<file path="src/rtl/assert_macros.svh">
// Shared assertion macros; clocked on clk, disabled while rst_n is low.
`ifndef ASSERT_MACROS_SVH
`define ASSERT_MACROS_SVH

// Property that must hold at every clock edge.
`define TTS_ASSERT(lbl, prop, msg) \
    lbl: assert property (@(posedge clk) disable iff (!rst_n) (prop)) else $error(msg);

// Same-cycle implication.
`define TTS_ASSERT_IMP(lbl, ante, cons, msg) \
    lbl: assert property (@(posedge clk) disable iff (!rst_n) (ante) |-> (cons)) else $error(msg);

// Next-cycle implication.
`define TTS_ASSERT_NXT(lbl, ante, cons, msg) \
    lbl: assert property (@(posedge clk) disable iff (!rst_n) (ante) |=> (cons)) else $error(msg);

`endif

</file>
<file path="src/rtl/tts_pkg.sv">
`timescale 1ns / 1ps
`default_nettype none

package tts_pkg;

    localparam int ROWS   = 10;
    localparam int COLS   = 10;
    localparam int CELLS  = ROWS * COLS;
    localparam int ADDR_W = $clog2(CELLS);
    localparam int POS_W  = 4;

    localparam logic [7:0] CH_CARET   = 8'h5E;
    localparam logic [7:0] CH_NEWLINE = 8'h0A;
    localparam logic [7:0] CH_SPACE   = 8'h20;
    localparam logic [7:0] CH_DIGIT0  = 8'h30;
    localparam logic [7:0] CH_DIGIT9  = 8'h39;
    localparam logic [7:0] CMD_CLEAR  = 8'h63; // c
    localparam logic [7:0] CMD_HOME   = 8'h68; // h
    localparam logic [7:0] CMD_BOL    = 8'h62; // b
    localparam logic [7:0] CMD_DOWN   = 8'h64; // d
    localparam logic [7:0] CMD_UP     = 8'h75; // u
    localparam logic [7:0] CMD_LEFT   = 8'h6C; // l
    localparam logic [7:0] CMD_RIGHT  = 8'h72; // r
    localparam logic [7:0] CMD_ERASE  = 8'h65; // e
    localparam logic [7:0] CMD_INSERT = 8'h69; // i
    localparam logic [7:0] CMD_OVER   = 8'h6F; // o

    localparam logic ACT_FEED = 1'b0;
    localparam logic ACT_READ = 1'b1;

    typedef logic [ADDR_W-1:0] addr_t;
    typedef logic [POS_W-1:0]  pos_t;

    typedef struct packed {
        logic       action;
        logic [7:0] data_byte;
        logic [3:0] read_row;
        logic [3:0] read_col;
    } in_item_t;

    typedef struct packed {
        logic [7:0] cell_char;
        logic [3:0] cursor_row_out;
        logic [3:0] cursor_col_out;
        logic       insert_mode_out;
    } out_item_t;

    typedef struct packed {
        logic       we;
        addr_t      waddr;
        logic [7:0] wdata;
        logic       re;
        addr_t      raddr;
        logic       clr;
    } mem_req_t;

    function automatic addr_t cell_addr(input pos_t row, input pos_t col);
        return ADDR_W'(int'(row) * COLS + int'(col));
    endfunction

    function automatic pos_t clamp_pos(input logic [7:0] v, input int limit);
        return (v >= 8'(limit)) ? POS_W'(limit - 1) : v[POS_W-1:0];
    endfunction

endpackage

`default_nettype wire

</file>
<file path="src/rtl/text_terminal_screen_engine_top.sv">
`timescale 1ns / 1ps
`default_nettype none

// Character-cell screen engine: raise start with an item while busy is low; the item is taken
// on that edge and its result appears on result for exactly one cycle with done high, which the
// receiver must capture then since it cannot stall the block. busy drops during the done cycle,
// so the next item can go in at once. A plain byte or a caret-caret write in overwrite mode (or
// at the last column) passes decode and one put write, and an in-range read decode and a read
// wait; cursor/mode commands, a lone caret, newlines, addressing digits, clear and an out-of-range
// read finish in decode; erase to end of line writes spaces from the cursor column to the row end,
// and an insert write first moves each cell from the row end down to the cursor column one place
// right, one cell per read/write pair through the single screen RAM port. Clear resets all per-cell
// valid flags together, so there is no clearing pass after reset.

module text_terminal_screen_engine_top
    import tts_pkg::*;
(
    input  wire logic     clk,
    input  wire logic     rst_n,
    input  wire logic     start,
    input  wire in_item_t item,
    output logic          busy,
    output logic          done,
    output out_item_t     result
);

    mem_req_t   req;
    logic [7:0] rdata;

    tts_engine u_engine (
        .clk    (clk),
        .rst_n  (rst_n),
        .start  (start),
        .item   (item),
        .busy   (busy),
        .done   (done),
        .result (result),
        .req    (req),
        .rdata  (rdata)
    );

    tts_screen_mem u_mem (
        .clk   (clk),
        .rst_n (rst_n),
        .req   (req),
        .rdata (rdata)
    );

endmodule

`default_nettype wire

</file>
<file path="src/rtl/tts_screen_mem.sv">
`timescale 1ns / 1ps
`default_nettype none

module tts_screen_mem
    import tts_pkg::*;
(
    input  wire logic       clk,
    input  wire logic       rst_n,
    input  wire mem_req_t   req,
    output logic [7:0]      rdata
);

    logic [7:0]       mem [CELLS];
    logic [CELLS-1:0] valid_reg;
    logic [7:0]       rdata_reg;
    logic             rvalid_reg;

    // Cells never written since reset or the last clear read as space.
    always_ff @(posedge clk or negedge rst_n)
    begin
        if (!rst_n)
        begin
            valid_reg <= '0;
        end
        else if (req.clr)
        begin
            valid_reg <= '0;
        end
        else if (req.we)
        begin
            valid_reg[req.waddr] <= 1'b1;
        end
    end

    always_ff @(posedge clk)
    begin
        if (req.we)
        begin
            mem[req.waddr] <= req.wdata;
        end
        if (req.re)
        begin
            rdata_reg  <= mem[req.raddr];
            rvalid_reg <= valid_reg[req.raddr];
        end
    end

    assign rdata = rvalid_reg ? rdata_reg : CH_SPACE;

endmodule

`default_nettype wire

</file>
<file path="src/rtl/tts_engine.sv">
`timescale 1ns / 1ps
`default_nettype none
`include "assert_macros.svh"

module tts_engine
    import tts_pkg::*;
(
    input  wire logic       clk,
    input  wire logic       rst_n,
    input  wire logic       start,
    input  wire in_item_t   item,
    output logic            busy,
    output logic            done,
    output out_item_t       result,
    output mem_req_t        req,
    input  wire logic [7:0] rdata
);

    typedef enum logic [2:0] {
        S_IDLE,
        S_DECODE,
        S_RD_WAIT,
        S_SHIFT_RD,
        S_SHIFT_WR,
        S_PUT,
        S_ERASE
    } state_t;

    state_t    state_reg,   state_next;
    in_item_t  item_reg,    item_next;
    pos_t      row_reg,     row_next;
    pos_t      col_reg,     col_next;
    pos_t      idx_reg,     idx_next;
    logic      ins_reg,     ins_next;
    logic      esc_reg,     esc_next;
    logic      colpend_reg, colpend_next;
    logic      done_reg,    done_next;
    out_item_t result_reg,  result_next;

    logic       finish;
    logic [7:0] rd_char;
    pos_t       idx_dec;
    logic [7:0] b;

    assign b       = item_reg.data_byte;
    assign idx_dec = idx_reg - POS_W'(1);

    always_comb
    begin
        state_next   = state_reg;
        item_next    = item_reg;
        row_next     = row_reg;
        col_next     = col_reg;
        idx_next     = idx_reg;
        ins_next     = ins_reg;
        esc_next     = esc_reg;
        colpend_next = colpend_reg;
        done_next    = 1'b0;
        result_next  = result_reg;
        finish       = 1'b0;
        rd_char      = 8'h00;
        req          = '0;

        unique case (state_reg)
            S_IDLE:
            begin
                if (start)
                begin
                    item_next  = item;
                    state_next = S_DECODE;
                end
            end

            S_DECODE:
            begin
                if (item_reg.action == ACT_READ)
                begin
                    if (item_reg.read_row < POS_W'(ROWS) && item_reg.read_col < POS_W'(COLS))
                    begin
                        req.re     = 1'b1;
                        req.raddr  = cell_addr(item_reg.read_row, item_reg.read_col);
                        state_next = S_RD_WAIT;
                    end
                    else
                    begin
                        finish = 1'b1;
                    end
                end
                else if (colpend_reg)
                begin
                    colpend_next = 1'b0;
                    col_next     = (b < CH_DIGIT0) ? '0 : clamp_pos(b - CH_DIGIT0, COLS);
                    finish       = 1'b1;
                end
                else if (esc_reg)
                begin
                    esc_next = 1'b0;
                    finish   = 1'b1;
                    unique case (b)
                        CMD_CLEAR:  req.clr = 1'b1;
                        CMD_HOME:
                        begin
                            row_next = '0;
                            col_next = '0;
                        end
                        CMD_BOL:    col_next = '0;
                        CMD_DOWN:   row_next = clamp_pos(8'(row_reg) + 8'd1, ROWS);
                        CMD_UP:     row_next = (row_reg != '0) ? row_reg - POS_W'(1) : row_reg;
                        CMD_LEFT:   col_next = (col_reg != '0) ? col_reg - POS_W'(1) : col_reg;
                        CMD_RIGHT:  col_next = clamp_pos(8'(col_reg) + 8'd1, COLS);
                        CMD_INSERT: ins_next = 1'b1;
                        CMD_OVER:   ins_next = 1'b0;
                        CMD_ERASE:
                        begin
                            finish     = 1'b0;
                            idx_next   = col_reg;
                            state_next = S_ERASE;
                        end
                        CH_CARET:
                        begin
                            finish = 1'b0;
                            if (ins_reg && col_reg < POS_W'(COLS - 1))
                            begin
                                idx_next   = POS_W'(COLS - 1);
                                state_next = S_SHIFT_RD;
                            end
                            else
                            begin
                                state_next = S_PUT;
                            end
                        end
                        default:
                        begin
                            if (b >= CH_DIGIT0 && b <= CH_DIGIT9)
                            begin
                                row_next     = clamp_pos(b - CH_DIGIT0, ROWS);
                                colpend_next = 1'b1;
                            end
                        end
                    endcase
                end
                else if (b == CH_CARET)
                begin
                    esc_next = 1'b1;
                    finish   = 1'b1;
                end
                else if (b == CH_NEWLINE)
                begin
                    finish = 1'b1;
                end
                else if (ins_reg && col_reg < POS_W'(COLS - 1))
                begin
                    idx_next   = POS_W'(COLS - 1);
                    state_next = S_SHIFT_RD;
                end
                else
                begin
                    state_next = S_PUT;
                end
            end

            S_RD_WAIT:
            begin
                rd_char = rdata;
                finish  = 1'b1;
            end

            // Shift right one cell per read/write pair, from the row end down.
            S_SHIFT_RD:
            begin
                req.re     = 1'b1;
                req.raddr  = cell_addr(row_reg, idx_dec);
                state_next = S_SHIFT_WR;
            end

            S_SHIFT_WR:
            begin
                req.we    = 1'b1;
                req.waddr = cell_addr(row_reg, idx_reg);
                req.wdata = rdata;
                idx_next  = idx_dec;
                if (idx_dec == col_reg)
                begin
                    state_next = S_PUT;
                end
                else
                begin
                    state_next = S_SHIFT_RD;
                end
            end

            S_PUT:
            begin
                req.we    = 1'b1;
                req.waddr = cell_addr(row_reg, col_reg);
                req.wdata = b;
                col_next  = clamp_pos(8'(col_reg) + 8'd1, COLS);
                finish    = 1'b1;
            end

            S_ERASE:
            begin
                req.we    = 1'b1;
                req.waddr = cell_addr(row_reg, idx_reg);
                req.wdata = CH_SPACE;
                idx_next  = idx_reg + POS_W'(1);
                if (idx_reg == POS_W'(COLS - 1))
                begin
                    finish = 1'b1;
                end
            end

            default:
            begin
                state_next = S_IDLE;
            end
        endcase

        if (finish)
        begin
            state_next  = S_IDLE;
            done_next   = 1'b1;
            result_next = '{cell_char:       rd_char,
                            cursor_row_out:  row_next,
                            cursor_col_out:  col_next,
                            insert_mode_out: ins_next};
        end
    end

    always_ff @(posedge clk or negedge rst_n)
    begin
        if (!rst_n)
        begin
            state_reg   <= S_IDLE;
            item_reg    <= '0;
            row_reg     <= '0;
            col_reg     <= '0;
            idx_reg     <= '0;
            ins_reg     <= 1'b0;
            esc_reg     <= 1'b0;
            colpend_reg <= 1'b0;
            done_reg    <= 1'b0;
            result_reg  <= '0;
        end
        else
        begin
            state_reg   <= state_next;
            item_reg    <= item_next;
            row_reg     <= row_next;
            col_reg     <= col_next;
            idx_reg     <= idx_next;
            ins_reg     <= ins_next;
            esc_reg     <= esc_next;
            colpend_reg <= colpend_next;
            done_reg    <= done_next;
            result_reg  <= result_next;
        end
    end

    assign busy   = (state_reg != S_IDLE);
    assign done   = done_reg;
    assign result = result_reg;

    `TTS_ASSERT_IMP(a_done_after_work, done_reg, $past(state_reg != S_IDLE), "result without work")
    `TTS_ASSERT_NXT(a_accept_busy, start && !busy, busy, "transfer did not start work")
    `TTS_ASSERT(a_cursor_range, row_reg < POS_W'(ROWS) && col_reg < POS_W'(COLS), "cursor off screen")
    `TTS_ASSERT(a_one_mem_op, !(req.we && (req.re || req.clr)), "conflicting screen accesses")

endmodule

`default_nettype wire

</file>
<file path="config.mk">
export PLATFORM = sky130hd
export DESIGN_NAME = text_terminal_screen_engine_top
export DESIGN_NICKNAME = d
export VERILOG_FILES = /design/src/rtl/tts_pkg.sv /design/src/rtl/text_terminal_screen_engine_top.sv /design/src/rtl/tts_screen_mem.sv /design/src/rtl/tts_engine.sv
export VERILOG_INCLUDE_DIRS = /design/src /design/src/rtl
export SDC_FILE = /design/constraint.sdc
export NUM_CORES = 1
export LEC_CHECK = 0
export BUFFER_PORTS_ARGS = -buffer_cell sky130_fd_sc_hd__buf_2
export CAP_MARGIN = 20
export CORE_MARGIN = 2
export CORE_UTILIZATION = 55
export CTS_CLUSTER_SIZE = 28
export DETAILED_ROUTE_END_ITERATION = 10
export PLACE_DENSITY_LB_ADDON = 0.1
export SETUP_SLACK_MARGIN = 0.3
export SYNTH_ARGS = -nofsm -noshare
export SYNTH_HDL_FRONTEND = slang
export SYNTH_HIERARCHICAL = 1
export SYNTH_SLANG_ARGS = --single-unit
export TNS_END_PERCENT = 1
</file>
<file path="constraint.sdc">
create_clock -name clk -period 7.9 [get_ports clk]
set_clock_uncertainty 0.2 [all_clocks]
set_input_delay 0.79 -clock clk [delete_from_list [all_inputs] [get_ports clk]]
set_output_delay 0.79 -clock clk [all_outputs]
set_load 0.02 [all_outputs]
</file>
==> results by group, run 1 <==
Global routing
  – Pin count of the biggest net entering global routing: slightly above 100
  – Vias in the first global route: around 22000
  – Initial antenna violation count: 0
  – Gr usage total: between 20% and 30%
  – Grt ovf: 0
  – First-pass GRT wire length: roughly 140 mm

Pwr
  – Sw power: approximately 4.2 mW
  – Clock share of power: about a third
  – Maximum VDD drop: between 200 and 250 uV
  – Combinational Power Share: a little under a quarter
  – Internal power: ~10 mW
  – Sequential power share: a little over two fifths
  – P per Cell Area: between 300 and 400 nW/um2
  – Pleak: 15.4 nW
  – Switching share of power: between 20 and 30%

Detailed routing
  – WL final: about 96 mm
  – Routed len/inst: 27.8 um
  – DR DRC count: 0
  – DR WL met3: between 6 and 7 mm
  – Metal2 WL: between 40 and 50 mm
  – WL met1: 40.2 mm
  – Via count: between 20000 and 25000
  – Max layer used: met4
  – Pre-antenna DRT Iters: 6
  – DR vias/cell: 6.34
  – Initial drt markers: 2755
  – Post-route ant nets: 0

Critical path
  – Setup Crit Path Kind: reg2reg
  – CP Data Arrival Time: approximately 5.5 ns
  – Worst Setup Start Kind: register
  – Element type at the critical path end: register
  – Slowest CP cell: nor2_4
  – Crit path cell chain: inv_1 > nand2_1 > nor2_4 > buf_12 > mux4_2 > mux4_2 > a32oi_1 > a32oi_1
  – Reg2Reg Depth: 8
  – CP required: slightly above 8 ns
  – Critical path fanouts, max: 59
  – Worst path max stage delay: approximately 0.9 ns

STA
  – Final Slew Violations: 0
  – Crit share post-route: 66.8%
  – Fin. Hold Viols: 0
  – Fmax: ~190 MHz
  – Tmin final: around 5.3 ns
  – RSZ-0062 raised after global routing: false
  – Rel. slew slack: 24.1%
  – Worst slew pin tran: between 1 and 1.5 ns
  – Final setup violating endpoints: 0
  – Final setup TNS: 0 ns
  – Hold WS: ~0.15 ns

Final layout
  – Max reg flops: 800
  – Layout cells sized above 1: a little over a fifth
  – Fillers: 5254
  – Most frequent cells in the layout: 809 x edfxtp_1, 339 x nor2_1, 196 x mux4_2
  – Area Overhead vs Synth: 11.8%
  – Most common cell after layout, fill and taps aside: edfxtp_1
  – Layout Nets: approximately 2500
  – N_diodes: 0
  – Finished Layout Cells: approximately 3500

CTS
  – Root Buffer: clkbuf_16
  – CTS Buf Count: 99
  – Post-CTS Resized: 0
  – CTS Hold Buffers Added: 1
  – Setup Buffers After CTS: 0
  – H-Tree Depth: 3
  – Clock Path Buffers: 3
  – Clock slew at reported path FFs: about 0.070 ns
  – CTS tree: built
  – Sink Count: about 960
  – Clock latency on the worst-skew pair: roughly 0.66 ns

Synth
  – Dominant cell type by area after synthesis: edfxtp_1
  – Register area share after synthesis: a little over two thirds
  – Share of the synthesized area in the top cell type: around 61%
  – Top_reg_cell synth: edfxtp_1
  – Synth Instances: 2363
  – EDFF count, synth: ~810
  – Post-synth cell types: 77
  – Mapped cell area: 40100 um2
  – Post-synth net total: about 2400
  – Syn avg cell area: roughly 17 um2
  – FFs w/ async S/R, synth: 15.9%
  – Largest cells by area after synthesis: edfxtp_1 61%, mux4_2 11%, dfrtp_1 9.5%, nor2_1 3.3%, mux2i_1 2.8%
  – #FFs+latches synth: slightly below 1000
  – Warnings, synthesis: 6

Job
  – # Max-Cap Violations: 0

Floorplan
  – Core ar.: around 73000 um2
  – Initial Util: between 50% and 60%
  – Die width: between 200 and 300 um
  – Ports: 39
  – Die H: 274 um
  – DIE AREA: around 75000 um2
  – FP Rows: between 90 and 100

Placed design
  – # port buffers: 38
  – Final HPWL DP: ~60 mm
  – Dpl cells: approximately 3300
  – GP Congestion: around 0.91

Hold path
  – Worst Hold Class: in2reg
  – Worst Hold Depth: 3

Outcome
  – Status: finished clean
## through the flow
stage	utilization, %	area [um2]	setup WS (ns)	power [mW]
after floorplan	-	40100	3.30	8.48
after global placement	56.8	41200	2.59	9.47
after detailed placement	56.8	41200	2.59	9.54
after CTS	61.5	44600	2.57	14.3
after global routing	61.8	44800	2.32	14.8
final	61.8	44800	2.62	14.3
## routing by layer
metal / vias up / track usage (%)
met4: 0 / 7.48
met1: 11500 / 37.7
li1: 9397 / -
met3: 174 / 3.86
met2: 883 / 42.3
met5: - / 0
## power by group through the flow
stage	clock network (mW)	logic, mW	registers [mW]
finish	4.83	3.26	6.20
global route	5.11	3.49	6.22
CTS	4.90	3.25	6.20
detailed placement	0	3.24	6.30
global placement	0	3.18	6.29
floorplan	0	2.28	6.20
## worst max-delay path: cells and delay by family, from the launching register on
family	cells	cell delay, ns
AND/OR/NAND/NOR	2	1.25
multiplexers	2	1.15
buffers and inverters	2	0.89
AO/OA/AOI/OAI	2	0.80
flip-flops	1	0.59
## kinds of logic after synthesis
kind of cell               count (synthesis)  synth area share, %
AOI/OAI and AO/OA                        257                 4.53
xor gates and xnor gates                  26                0.568
adders and majority gates                 33                 1.14
buffers and inverters                    161                 2.13
DFF                                      962                 70.1
muxes                                    361                 15.3
and+or+nand+nor                          563                 6.18
## final timing paths
path	start	slack [ns]	endpoint
worst min register to register	u_mem/valid_reg[17]	0.29	u_mem/valid_reg[17]
max in group asynchronous	rst_n	5.86	u_mem/valid_reg[27]
min in group asynchronous	rst_n	0.44	u_engine/col_reg[2]
worst max-delay path	u_engine/state_reg[2]	2.62	u_mem/rdata_reg[4]
worst max register to register	u_engine/state_reg[2]	2.62	u_mem/rdata_reg[4]
worst min-delay path	item[11]	0.15	u_engine/b[3]
## cells in the mapped netlist, drive strengths merged (8+ instances only)
library cell and count:
edfxtp 809, nor2 352, mux4 196, dfrtp 153, mux2i 111, nand2 76
buf 73, clkbuf 57, mux2 54, o21ai 40, a21oi 38, a22oi 33
o22ai 30, inv 28, ha 27, nand3 20, nor2b 20, xnor2 20
and2 17, nor3 17, a221oi 15, a32oi 15, a211oi 13, nand2b 11
a22o 10, nand4 10, or4 8
## area by class of cell
class	instances	area [um2]	area share [%]
clock buffers	138	2880	6.43
flip-flops and latches	962	28100	62.7
multi-input cells	1240	11200	25.1
repair buffers	90	732	1.63
inverters	31	116	0.260
clock inverters	46	533	1.19
well taps	959	1200	2.68
Power figures use the tool's default switching activity.
==> run 2: changes to the inputs <==
--- a/config.mk
+++ b/config.mk
@@ -6,6 +6,7 @@
 export SDC_FILE = /design/constraint.sdc
 export NUM_CORES = 1
 export LEC_CHECK = 0
+export ABC_AREA = 1
 export BUFFER_PORTS_ARGS = -buffer_cell sky130_fd_sc_hd__buf_2
 export CAP_MARGIN = 20
 export CORE_MARGIN = 2
==> constraint.sdc (replaced) <==
create_clock -name clk -period 5 [get_ports clk]
set_clock_uncertainty 0.2 [all_clocks]
set_input_delay 0.5 -clock clk [delete_from_list [all_inputs] [get_ports clk]]
set_output_delay 0.5 -clock clk [all_outputs]
set_load 0.02 [all_outputs]
==> results by group, run 2 <==
Placed design
  – GP Congestion: between 0.9 and 1
  – Final HPWL DP: approximately 68 mm
  – # port buffers: 38
  – Dpl cells: between 5000 and 6000
  – Cell area after placement: 44000 um2

Critical path
  – Worst path max stage delay: between 0.8 and 0.9 ns
  – Most used cell, CP: inv_1
  – Slowest CP cell: nor2_1
  – Critical path fanouts, max: 9
  – Worst Setup Start Kind: register
  – Crit path cell chain: ha_1 > ha_1 > fa_1 > nand2_1 > inv_1 > nand2_1 > nand2_1 > o22ai_1 > inv_1 > nor2_1 > inv_1 > nor2_1 > inv_1 > nor2_1
  – Setup Crit Path Kind: reg2reg
  – CP required: between 5 and 6 ns
  – CP Data Arrival Time: roughly 4.6 ns
  – Element type at the critical path end: register

CTS
  – Sink Count: ~960
  – Clock slew at reported path FFs: around 0.06 ns
  – Clock Path Buffers: 3
  – H-Tree Depth: 3
  – CTS tree: built
  – Clock latency on the worst-skew pair: 0.66 ns
  – CTS Buf Count: roughly 100
  – Root Buffer: clkbuf_16

Detailed routing
  – Via count: around 30000
  – Pre-antenna DRT Iters: 6
  – Post-route ant nets: 0
  – WL final: 115 mm
  – Routed len/inst: roughly 22 um
  – Initial drt markers: around 3400
  – DR vias/cell: between 5 and 6
  – DR DRC count: 0

Synth
  – Synth Instances: 4108
  – Count leader, synth: nand2_1
  – Largest cells by area after synthesis: edfxtp_1 58%, nand2_1 11%, dfrtp_1 9.1%, nand3_1 9.0%, nor2_1 4.1%
  – #FFs+latches synth: between 900 and 1000
  – EDFF count, synth: between 800 and 900
  – Share of the synthesized area in the top cell type: approximately 58%
  – Post-synth cell types: 44
  – FFs w/ async S/R, synth: 15.9%
  – Commonest cells in the synthesized netlist: 1267 x nand2_1, 809 x edfxtp_1, 757 x nand3_1, 462 x nor2_1, 153 x dfrtp_1
  – Mapped cell area: 42100 um2
  – Register area share after synthesis: 66.8%
  – Post-synth net total: 4161
  – Syn avg cell area: approximately 10 um2
  – Dominant cell type by area after synthesis: edfxtp_1
  – Warnings, synthesis: 6
  – Top_reg_cell synth: edfxtp_1

Final layout
  – Layout cells sized above 1: under 10%
  – Fin area: between 40000 and 50000 um2
  – Layout Nets: 4241
  – Area Overhead vs Synth: 13.2%
  – Most frequent cells in the layout: 1267 x nand2_1, 809 x edfxtp_1, 757 x nand3_1
  – Area of the multi-input gates: between 10000 and 15000 um2
  – Finished Layout Cells: about 5300
  – Max reg flops: 800
  – Fillers: 6147
  – Most common cell after layout, fill and taps aside: nand2_1
  – N_diodes: 0
  – Storage element area: 28100 um2

Floorplan
  – Initial Util: 55.5%
  – Die H: between 200 and 300 um
  – Die width: between 200 and 300 um
  – FP Rows: 101
  – DIE AREA: around 80000 um2
  – Core ar.: 75800 um2
  – Ports: 39

Global routing
  – Gr usage total: approximately 30%
  – Grt ovf: 0
  – First-pass GRT wire length: about 170 mm
  – Pin count of the biggest net entering global routing: between 100 and 150
  – Vias in the first global route: 28600
  – Initial antenna violation count: 0

Pwr
  – Pleak: 18.9 nW
  – P per Cell Area: approximately 480 nW/um2
  – Maximum VDD drop: 447 uV

STA
  – Fin. Hold Viols: 0
  – Final setup violating endpoints: 0
  – Fmax: 220 MHz
  – Rel. slew slack: approximately 33%
  – Tmin final: about 4.6 ns
  – Final setup TNS: 0 ns
  – Worst slew pin tran: roughly 1.0 ns
  – Final Slew Violations: 0
  – RSZ-0062 raised after global routing: true
  – Crit share post-route: roughly 91%

Job
  – # Max-Cap Violations: 0

Hold path
  – Worst Hold Class: in2reg

Outcome
  – Status: finished clean
==> run 2: logic make-up (layout without fill, tap and decap cells) <==
logic type | after synthesis | after routing | share of synthesized area, %
muxes | 6 | 6 | 0.161
and+or+nand+nor | 2535 | 2535 | 25.2
adders and majority gates | 33 | 33 | 1.09
buffers and inverters | 390 | 557 | 4.12
xor gates and xnor gates | 12 | 12 | 0.250
DFF | 962 | 962 | 66.8
AOI/OAI and AO/OA | 170 | 170 | 2.31
==> run 2: where the power goes <==
| part | leakage, nW | internal, mW | total (mW) | switching (mW) |
|---|---|---|---|---|
| registers | 9.53 | 9.37 | 9.62 | 0.244 |
| clock network | 1.68 | 4.56 | 7.64 | 3.08 |
| logic | 7.68 | 1.57 | 5.69 | 4.13 |
==> run 2: layout make-up <==
cell class	count	share of cell area, %
clock inverter	46	1.10
sequential	962	59.1
timing repair buffer	202	3.86
tap	978	2.57
clock buffer	142	6.09
inverter	167	1.36
multi-input combinational	2756	26.0
==> run 2: per-stage QoR <==
stage	power (mW)	setup slack (ns)	utilization [%]	hold WS (ns)
finish	22.9	0.446	62.8	0.192
global placement	15.3	0.683	58.0	0.273
detailed placement	15.4	0.629	58.0	0.284
floorplan	13.4	-1.30	-	0.00441
CTS	23.0	0.613	62.8	0.165
global route	23.9	0.290	62.8	0.192
==> run 2: metal layers <==
layer  vias up  track usage (%)  share of wire, %
li1      14100                -                 -
met1     14700             41.7                42
met2      1354             46.8                47
met3       228             3.69               8.0
met4         0             10.2               3.4
met5         -                0                 0
==> run 2: worst max-delay path, delay by kind of cell (launching register included) <==
kind	cells	cell delay (ns)
AND/OR/NAND/NOR	6	1.50
adder cells (fa/ha/maj)	3	1.06
buffers and inverters	4	0.56
flip-flops	1	0.47
AO/OA/AOI/OAI	1	0.38
==> run 2: worst paths after layout <==
check,startpoint,to,slack (ns),cells past startpoint
max,u_engine/row_reg[3],u_mem/mem[42][2],0.45,14
min,start,u_engine/state_reg[0],0.19,5
max reg2reg,u_engine/row_reg[3],u_mem/mem[42][2],0.45,14
min reg2reg,u_mem/valid_reg[25],u_mem/valid_reg[25],0.29,2
max in group asynchronous,rst_n,u_mem/valid_reg[32],3.40,3
min in group asynchronous,rst_n,u_mem/valid_reg[86],0.24,2
==> run 2: repair_timing <==
item                                    CTS  global route
resized for setup                         0             2
endpoints found under the hold margin    96             0
buffers inserted                          0             0
endpoints found under the setup margin    0            14
hold buffers                             18             0
